<file path="src/hw/rtl/countdown_timer_decimal_display_top_macros.svh">
// assertion macros for the countdown timer display block
`ifndef COUNTDOWN_TIMER_DECIMAL_DISPLAY_TOP_MACROS_SVH
`define COUNTDOWN_TIMER_DECIMAL_DISPLAY_TOP_MACROS_SVH

`ifndef SYNTHESIS
// same-cycle implication, checked outside reset
`define CTDD_ASSERT_NOW(lbl, ante, cons, msg) \
  lbl: assert property (@(posedge clk) disable iff (!rst_n) (ante) |-> (cons)) \
    else $error(msg);
// next-cycle implication, checked outside reset
`define CTDD_ASSERT_NEXT(lbl, ante, cons, msg) \
  lbl: assert property (@(posedge clk) disable iff (!rst_n) (ante) |=> (cons)) \
    else $error(msg);
`else
`define CTDD_ASSERT_NOW(lbl, ante, cons, msg)
`define CTDD_ASSERT_NEXT(lbl, ante, cons, msg)
`endif

`endif

</file>
<file path="src/hw/rtl/ctdd_pkg.sv">
package ctdd_pkg;

  // field widths
  localparam int TIME_W     = 24;
  localparam int COUNT_W    = 16;
  localparam int OUT_PLACES = 6;
  localparam int DIGIT_W    = 4;

  // default number of decimal places kept
  localparam int NUM_DIGITS_DEF = 6;

  // configuration port
  localparam int CFG_IDX_W  = 2;
  localparam int CFG_DATA_W = 16;

  localparam logic [CFG_IDX_W-1:0] REG_TICK_PERIOD = 2'd0;
  localparam logic [CFG_IDX_W-1:0] REG_SHOW_ZEROS  = 2'd1;

  // input kind codes
  localparam logic ACT_TICK = 1'b0;
  localparam logic ACT_LOAD = 1'b1;

  // output beat layout
  localparam int OUT_DATA_W = 56;

endpackage

</file>
<file path="src/hw/rtl/countdown_timer_decimal_display_top.sv">
// A load, or a tick whose prescale count matches the period, passes through the
// shift-and-add-3 decimal converter, one bit per cycle over all TIME_W bits, and then waits
// for the output register; any other tick skips the converter and goes straight to the wait.
// The converter handles one item at a time: no new beat is taken until the output is loaded.
// Reset (rst_n, synchronous, active low): time, prescale count and digits to zero,
// tick_period to 0, show_leading_zeros to 1, output channel empty.
`include "countdown_timer_decimal_display_top_macros.svh"

module countdown_timer_decimal_display_top
  import ctdd_pkg::*;
#(
  parameter int NUM_DIGITS = NUM_DIGITS_DEF
) (
  input  logic                  clk,
  input  logic                  rst_n,
  // input channel
  input  logic                  in_tvalid,
  output logic                  in_tready,
  input  logic [TIME_W-1:0]     in_tdata,   // [23:0] load_value
  input  logic                  in_tuser,   // [0] action
  // result channel
  output logic                  out_tvalid,
  input  logic                  out_tready,
  output logic [OUT_DATA_W-1:0] out_tdata,  // [23:0] remaining, [47:24] digits,
                                            // [53:48] visible_mask, [55:54] zero
  output logic                  out_tuser,  // [0] stepped
  // configuration write channel
  input  logic                  cfg_valid,
  output logic                  cfg_ready,
  input  logic [CFG_IDX_W-1:0]  cfg_index,
  input  logic [CFG_DATA_W-1:0] cfg_data
);

  localparam int BCD_W  = NUM_DIGITS * DIGIT_W;
  localparam int PAD_P  = (NUM_DIGITS > OUT_PLACES) ? NUM_DIGITS : OUT_PLACES;
  localparam int ITER_W = $clog2(TIME_W);

  localparam logic [1:0] ST_IDLE = 2'd0;
  localparam logic [1:0] ST_CONV = 2'd1;
  localparam logic [1:0] ST_FIN  = 2'd2;

  logic [1:0]         state_r, state_nxt;
  logic [TIME_W-1:0]  time_r, time_nxt;
  logic [COUNT_W-1:0] count_r, count_nxt;
  logic [BCD_W-1:0]   digit_r, digit_nxt;
  logic [TIME_W-1:0]  bin_r, bin_nxt;
  logic [BCD_W-1:0]   bcd_r, bcd_nxt;
  logic [ITER_W-1:0]  iter_r, iter_nxt;
  logic               step_r, step_nxt;
  logic [COUNT_W-1:0] period_r;
  logic               show_r;

  logic               out_valid_r;
  logic [OUT_DATA_W-1:0] out_data_r;
  logic               out_user_r;

  logic               in_acc;
  logic               out_load;
  logic [BCD_W-1:0]   bcd_adj;
  logic [BCD_W-1:0]   bcd_shift;
  logic [PAD_P*DIGIT_W-1:0] dig_pad;
  logic [PAD_P-1:0]   vis_pad;
  logic [NUM_DIGITS-1:0] vis_all;
  logic               shown;

  assign in_tready  = (state_r == ST_IDLE);
  assign in_acc     = in_tvalid && in_tready;
  assign cfg_ready  = 1'b1;
  assign out_tvalid = out_valid_r;
  assign out_tdata  = out_data_r;
  assign out_tuser  = out_user_r;
  assign out_load   = (state_r == ST_FIN) && (!out_valid_r || out_tready);

  // configuration registers
  always_ff @(posedge clk) begin
    if (!rst_n) begin
      period_r <= '0;
      show_r   <= 1'b1;
    end else if (cfg_valid && cfg_ready) begin
      unique case (cfg_index)
        REG_TICK_PERIOD: period_r <= cfg_data;
        REG_SHOW_ZEROS:  show_r   <= cfg_data[0];
        default: ;
      endcase
    end
  end

  // add-3 correction on every digit, then shift in the next binary bit
  always_comb begin
    for (int d = 0; d < NUM_DIGITS; d++) begin
      if (bcd_r[d*DIGIT_W +: DIGIT_W] >= 4'd5) begin
        bcd_adj[d*DIGIT_W +: DIGIT_W] = bcd_r[d*DIGIT_W +: DIGIT_W] + 4'd3;
      end else begin
        bcd_adj[d*DIGIT_W +: DIGIT_W] = bcd_r[d*DIGIT_W +: DIGIT_W];
      end
    end
  end

  assign bcd_shift = {bcd_adj[BCD_W-2:0], bin_r[TIME_W-1]};

  // sequencer
  always_comb begin
    state_nxt = state_r;
    time_nxt  = time_r;
    count_nxt = count_r;
    digit_nxt = digit_r;
    bin_nxt   = bin_r;
    bcd_nxt   = bcd_r;
    iter_nxt  = iter_r;
    step_nxt  = step_r;
    unique case (state_r)
      ST_IDLE: begin
        if (in_acc) begin
          if (in_tuser == ACT_LOAD) begin
            time_nxt  = in_tdata;
            count_nxt = '0;
            step_nxt  = 1'b1;
          end else if (count_r == period_r) begin
            time_nxt  = (time_r != '0) ? time_r - 1'b1 : time_r;
            count_nxt = COUNT_W'(1);
            step_nxt  = 1'b1;
          end else begin
            count_nxt = count_r + 1'b1;
            step_nxt  = 1'b0;
          end
          bin_nxt   = time_nxt;
          bcd_nxt   = '0;
          iter_nxt  = '0;
          state_nxt = step_nxt ? ST_CONV : ST_FIN;
        end
      end
      ST_CONV: begin
        bcd_nxt  = bcd_shift;
        bin_nxt  = {bin_r[TIME_W-2:0], 1'b0};
        iter_nxt = iter_r + 1'b1;
        if (iter_r == ITER_W'(TIME_W - 1)) begin
          digit_nxt = bcd_shift;
          state_nxt = ST_FIN;
        end
      end
      ST_FIN: begin
        if (out_load) begin
          state_nxt = ST_IDLE;
        end
      end
      default: state_nxt = ST_IDLE;
    endcase
  end

  always_ff @(posedge clk) begin
    if (!rst_n) begin
      state_r <= ST_IDLE;
      time_r  <= '0;
      count_r <= '0;
      digit_r <= '0;
    end else begin
      state_r <= state_nxt;
      time_r  <= time_nxt;
      count_r <= count_nxt;
      digit_r <= digit_nxt;
    end
  end

  // converter working registers
  always_ff @(posedge clk) begin
    bin_r  <= bin_nxt;
    bcd_r  <= bcd_nxt;
    iter_r <= iter_nxt;
    step_r <= step_nxt;
  end

  // blanking scan from the most significant place down
  always_comb begin
    shown = show_r;
    for (int p = NUM_DIGITS - 1; p >= 0; p--) begin
      if (digit_r[p*DIGIT_W +: DIGIT_W] != '0 || p == 0) begin
        shown = 1'b1;
      end
      vis_all[p] = shown;
    end
  end

  assign dig_pad = (PAD_P*DIGIT_W)'(digit_r);
  assign vis_pad = PAD_P'(vis_all);

  // output register
  always_ff @(posedge clk) begin
    if (!rst_n) begin
      out_valid_r <= 1'b0;
    end else if (out_load) begin
      out_valid_r <= 1'b1;
    end else if (out_tready) begin
      out_valid_r <= 1'b0;
    end
  end

  always_ff @(posedge clk) begin
    if (out_load) begin
      out_data_r <= {2'b00, vis_pad[OUT_PLACES-1:0],
                     dig_pad[OUT_PLACES*DIGIT_W-1:0], time_r};
      out_user_r <= step_r;
    end
  end

  // checks
  `CTDD_ASSERT_NEXT(a_busy_after_accept, in_tvalid && in_tready, !in_tready,
    "input taken while an item is still in work")
  `CTDD_ASSERT_NOW(a_iter_bound, state_r == ST_CONV, iter_r <= ITER_W'(TIME_W - 1),
    "converter ran past its last bit")
  `CTDD_ASSERT_NEXT(a_hold_result, state_r == ST_FIN && out_valid_r && !out_tready,
    state_r == ST_FIN, "result dropped while the output beat is stalled")
  `CTDD_ASSERT_NEXT(a_saturate, in_tvalid && in_tready && in_tuser == ACT_TICK &&
    time_r == '0, time_r == '0, "remaining time went below zero")

endmodule

</file>
<file path="config.mk">
export PLATFORM = sky130hd
export DESIGN_NAME = countdown_timer_decimal_display_top
export DESIGN_NICKNAME = d
export VERILOG_FILES = /design/src/hw/rtl/ctdd_pkg.sv /design/src/hw/rtl/countdown_timer_decimal_display_top.sv
export VERILOG_INCLUDE_DIRS = /design/src /design/src/hw/rtl
export SDC_FILE = /design/constraint.sdc
export NUM_CORES = 1
export LEC_CHECK = 0
export ABC_AREA = 1
export ABC_CLOCK_PERIOD_IN_PS = 6500
export BUFFER_PORTS_ARGS = -buffer_cell sky130_fd_sc_hd__buf_4
export CAP_MARGIN = 20
export CELL_PAD_IN_SITES_DETAIL_PLACEMENT = 2
export CELL_PAD_IN_SITES_GLOBAL_PLACEMENT = 2
export CORE_MARGIN = 2
export CORE_UTILIZATION = 36
export CTS_CLUSTER_DIAMETER = 50
export DETAILED_ROUTE_END_ITERATION = 7
export PLACE_DENSITY = 0.9
export SLEW_MARGIN = 25
export SYNTH_ARGS = -nofsm -noshare
export SYNTH_HDL_FRONTEND = slang
export SYNTH_SLANG_ARGS = --single-unit
</file>
<file path="constraint.sdc">
create_clock -name clk -period 6.5 [get_ports clk]
set_input_delay 1.3 -clock clk [delete_from_list [all_inputs] [get_ports clk]]
set_output_delay 1.3 -clock clk [all_outputs]
set_load 0.005 [all_outputs]
</file>
# Word-level counts from Yosys, hierarchy flattened
# Cells that the tools add are included.
word_totals:
  reg_bits: 192
  inputBits: 48
  output_inout_bits: 60
  wordCells: 89
classes:
  n_addsub: 9
  magnitude_cmp: 6
  n_eq_ne: 8
  muxes: 32
  reduce_logical: 20
ops:
  columns: ["operator", "count"]
  rows:
  - ["$mux W24", 5]
  - ["$pmux W24 S2", 2]
  - ["$mux W16", 2]
  - ["$ge A4 B3 Y1 const B", 6]
  - ["$reduce_bool A24 Y1", 1]
  - ["$sub A24 B1 Y24 const B", 1]
  - ["$add A4 B2 Y4 const B", 5]
  - ["$mux W4", 5]
  - ["$reduce_bool A4 Y1", 5]
  - ["$add A16 B1 Y16 const B", 1]
  - ["$eq A16 B16 Y1", 1]
  - ["$mux W1", 10]
  - ["$pmux W5 S2", 1]
  - ["$reduce_and A2 Y1", 5]
  - ["$mux W2", 4]
  - ["$pmux W2 S3", 1]
  - ["$add A5 B1 Y5 const B", 1]
  - ["$eq A5 B5 Y1 const B", 1]
  - ["$mux W5", 1]
  - ["$eq A2 B1 Y1 const B", 2]
  - ["$logic_not A2 Y1", 2]
  - ["$ne A2 B2 Y1 const B", 2]
  - ["$reduce_bool A2 Y1", 2]
  - ["$add A3 B2 Y3 const B", 1]
  - ["7 further kinds", 8]

# Depth between registers and ports, before layout
logic_depth:
  ltp_word: 8
  mapped_depth: 14
  ltp_nobuf: 13

# Worst setup path after synthesis
# Ideal clock, no wire load.
synth_timing:
  path_kind: "input-to-reg"
  startpoint: "input out_tready"
  endpoint: "register out_data_r[0], in the netlist out_tdata[0], enable pin"
  setup_ns: 0.532
  arrival_ns: 5.027
  t_required_ns: 5.968
  setup_slack_ns: 0.941
  path_stages: 2
  n_path_buf: 0
  cell_sequence: "nor2_1 -> nor3_1"
synth_via:
  elab_chain_cells: 2
synth_rtl:
  columns: ["item", "line_no", "rtl"]
  rows:
  - ["start: declaration", "countdown_timer_decimal_display_top.sv:23", "input logic out_tready,"]
  - ["$logic_or A1 B1 Y1", "countdown_timer_decimal_display_top.sv:72", "assign out_load = (state_r == ST_FIN) && (!out_valid_r || out_tready);"]
  - ["$logic_and A1 B1 Y1", "countdown_timer_decimal_display_top.sv:72", null]
  - ["named net out_load", "countdown_timer_decimal_display_top.sv:58", "logic out_load;"]
  - ["end signal: assignment", "countdown_timer_decimal_display_top.sv:199", "out_data_r <= {2'b00, vis_pad[OUT_PLACES-1:0],"]
  - ["end: declaration", "countdown_timer_decimal_display_top.sv:54", "logic [OUT_DATA_W-1:0] out_data_r;"]
# The timed path passes the listed nets, and every way through them passes these cells.
# A chain may end at the register's enable or synchronous reset.

# Final worst setup path
layout_timing:
  startpoint: "input in_tvalid"
  endpoint: "register bin_r[4], enable pin"
layout_via:
  elab_chain_cells: 3
layout_rtl:
  columns: ["item", "line_no", "rtl"]
  rows:
  - ["start: declaration", "countdown_timer_decimal_display_top.sv:17", "input logic in_tvalid,"]
  - ["$logic_and A1 B1 Y1", "countdown_timer_decimal_display_top.sv:67", "assign in_acc = in_tvalid && in_tready;"]
  - ["$ne A2 B1 Y1 (no source line)", null, null]
  - ["$reduce_and A2 Y1 (no source line)", null, null]
  - ["end signal: assignment", "countdown_timer_decimal_display_top.sv:166", "bin_r <= bin_nxt;"]
  - ["end: declaration", "countdown_timer_decimal_display_top.sv:46", "logic [TIME_W-1:0] bin_r, bin_nxt;"]
# Every way passes these cells.

==> impl_results.md <==
- Crit Path Category: input port to flop
- Initial DRC count: 516
- Power per cell area: 303 nW/um2
- Max Cap Violations: 0
- Setup violators final: 0
- Cts bufs inserted: 17
- Starting density of the core: 0.368
- CTS tree: done
- Cell leakage power: 4.52 nW
- Synth warn: 0
- Io pins: 108
- Clk sinks: 192
- Final GP Congestion: 0.878
- Layout cells sized above 1: 0.191
- Global-route wire length before repair: 53.0 mm
- WP data arrival: 3.84 ns
- Worst-case clock buffer depth: 2
- Setup crit start kind: input port
- Minimum clock period after layout: 3.75 ns
- Final ANT Viol Nets: 0
- Gr usage total: 0.262
- Top cells by area, synth: edfxtp_1 35%, dfxtp_1 18%, nand2_1 9.9%, nor2_1 4.8%, inv_1 3.9%
- Grt ovf: 0
- Seq/Total Area, Yosys: 0.528
- Area share of the leading cell type in the synthesized netlist: 0.347
- Hold-fix buffers at CTS: 0
- CTS Root Cell: clkbuf_16
- Critical Path Sink Type: flop
- Hold Fails Final Rpt: 0
- H-tree levels: 4
- DR vias: 8084
- Vias per cell: 5.41
- Synthesized instance count: 1064
- Largest net degree at the start of global routing: 51
- Dpl hpwl: 21.2 mm
- Core area: 25300 um2
- Total Neg Setup Slack: 0 ns
- Number of global-route vias before repair: 8978
- Area of the mapped netlist: 9330 um2
- Fin. max-slew vios: 0
- Unrepaired setup endpoints after global routing: no
- Pwr Total: 3.31 mW
- Worst-Margin Slew: 0.867 ns
- Wirelength per Cell: 23.0 um
- Clock skew: 0.0218 ns
- Max Clk Rate: 267 MHz
- Synthesis-stage register bit count: 192
- Ant diodes: 0
- Final nets: 1215
- Maximum vdd drop: 0.000187 V
- Min-Delay Path Class: flop to flop
- Die Footprint: 27200 um2
- Skew-Pair Late Insertion Delay: 0.47 ns
- Max-slew headroom: 0.420
- # DRC: 0
- Area Growth Syn to Fin: 17.2%
- Setup Buffers After CTS: 0
- Row Count: 58
- Yosys cell types: 42
- Critical Path Fanout Max: 50
- Final period util: 0.577
- Drt total wl: 34.4 mm
- Status: finished clean
- PortBufs: 103
- Cts repair resizes: 0
- Post-Synthesis Mean Instance Area: 8.77 um2
- Die Y: 165 um
- Total iterations of the first detailed-routing run: 5
- WP data required: 6.59 ns
- Post-synth top area cell: edfxtp_1
- Die Wd: 165 um
- Initial antenna violation count: 0
- Reg clk slew, reported paths: 0.08 ns
==> cell type report <==
cell class	instances	area, um2
fill	2757	14400
multi-input combinational	727	3790
clock inverter	15	170
sequential	192	4920
inverter	102	383
timing repair buffer	111	833
tap	330	413
clock buffer	17	425
==> per-stage QoR <==
stage | setup WS, ns | hold slack [ns] | util | cells | area, um2
global placement | 2.57 | 0.414 | 0.408 | 1462 | 10300
detailed placement | 2.43 | 0.410 | 0.408 | 1462 | 10300
CTS | 2.82 | 0.425 | 0.432 | 1494 | 10900
finish | 2.75 | 0.423 | 0.432 | 1494 | 10900
global route | 2.62 | 0.430 | 0.432 | 1494 | 10900
floorplan | 0.941 | 0.400 | - | 1066 | 9340
==> critical path, stage by stage <==
cell and delay (ns):
buf_4 0.07, inv_1 0.05, nor2_4 0.09, buf_4 0.50, inv_1 0.57, nand2_2 0.59, buf_4 0.60
==> kinds of logic after synthesis <==
group,share of synthesized area
adder cells (fa/ha/maj),0.0215
AND/OR/NAND/NOR,0.245
AO/OA/AOI/OAI,0.0938
XOR/XNOR,0.0421
flip-flops,0.528
other,0.000805
buffers and inverters,0.0688
==> per-layer routing <==
layer	wire [um]	track usage	vias up	part of all wire
li1	-	-	3661	-
met1	14000	0.311	4064	0.41
met2	17300	0.452	253	0.50
met3	1490	0.0422	106	0.043
met4	1600	0.141	0	0.047
met5	0	0	-	0
==> cell usage after synthesis, drive strengths merged <==
cell	count
o21a	1
a211oi	6
or2	18
clkbuf	17
inv	99
nand4	15
nor3b	2
and2	1
nor2	127
ha	16
dfxtp	84
nand2	256
nor3	15
conb	2
nand3b	1
buf	28
xnor2	18
edfxtp	108
clkinv	3
xor2	26
o21ai	79
o31ai	1
a21oi	72
nor4	6
nand3	63
==> path summary, 6_finish.rpt <==
check                          start                  end  slack, ns  depth (start not counted)
min                 step_r$_DFFE_PP_  out_tuser$_DFFE_PP_       0.42                          0
min reg2reg         step_r$_DFFE_PP_  out_tuser$_DFFE_PP_       0.42                          0
max reg2reg  state_r[0]$_SDFFE_PN0P_   bin_r[4]$_DFFE_PP_       3.10                          7
max                        in_tvalid   bin_r[4]$_DFFE_PP_       2.75                          7
==> state kept, by name, indices dropped and copies added (netlist names) <==
| name | cells |
|---|---|
| show_r | 1 |
| bin_r | 24 |
| time_r | 24 |
| bcd_r | 24 |
| out_tuser | 1 |
| out_tvalid | 1 |
| period_r | 16 |
| state_r | 2 |
| count_r | 16 |
| step_r | 1 |
| dig_pad | 24 |
| iter_r | 5 |
| out_tdata | 53 |
==> layout by cell type (no fill, tap or decap), types with 8 or more instances in the layout <==
cell type | Yosys | final
ha_1 | 16 | 16
or2_2 | 18 | 18
o21ai_2 | 8 | 8
xnor2_1 | 17 | 17
nand4_1 | 14 | 14
a21oi_2 | 8 | 8
a21oi_1 | 64 | 64
nor2_1 | 120 | 118
o21ai_0 | 66 | 66
nor3_1 | 12 | 11
buf_4 | 7 | 111
xor2_1 | 26 | 26
nand2_2 | 10 | 11
dfxtp_1 | 84 | 84
inv_1 | 97 | 97
nand3_2 | 16 | 16
edfxtp_1 | 108 | 108
clkbuf_16 | 0 | 17
nand2_1 | 245 | 244
nand3_1 | 47 | 47
==> report_power, final <==
part | leakage (nW) | internal [mW] | total, mW | switching, mW
Combinational | 2.50 | 0.203 | 0.692 | 0.489
Sequential | 1.73 | 1.41 | 1.50 | 0.0944
Clock | 0.292 | 0.550 | 1.12 | 0.568
Power figures use the tool's default switching activity.
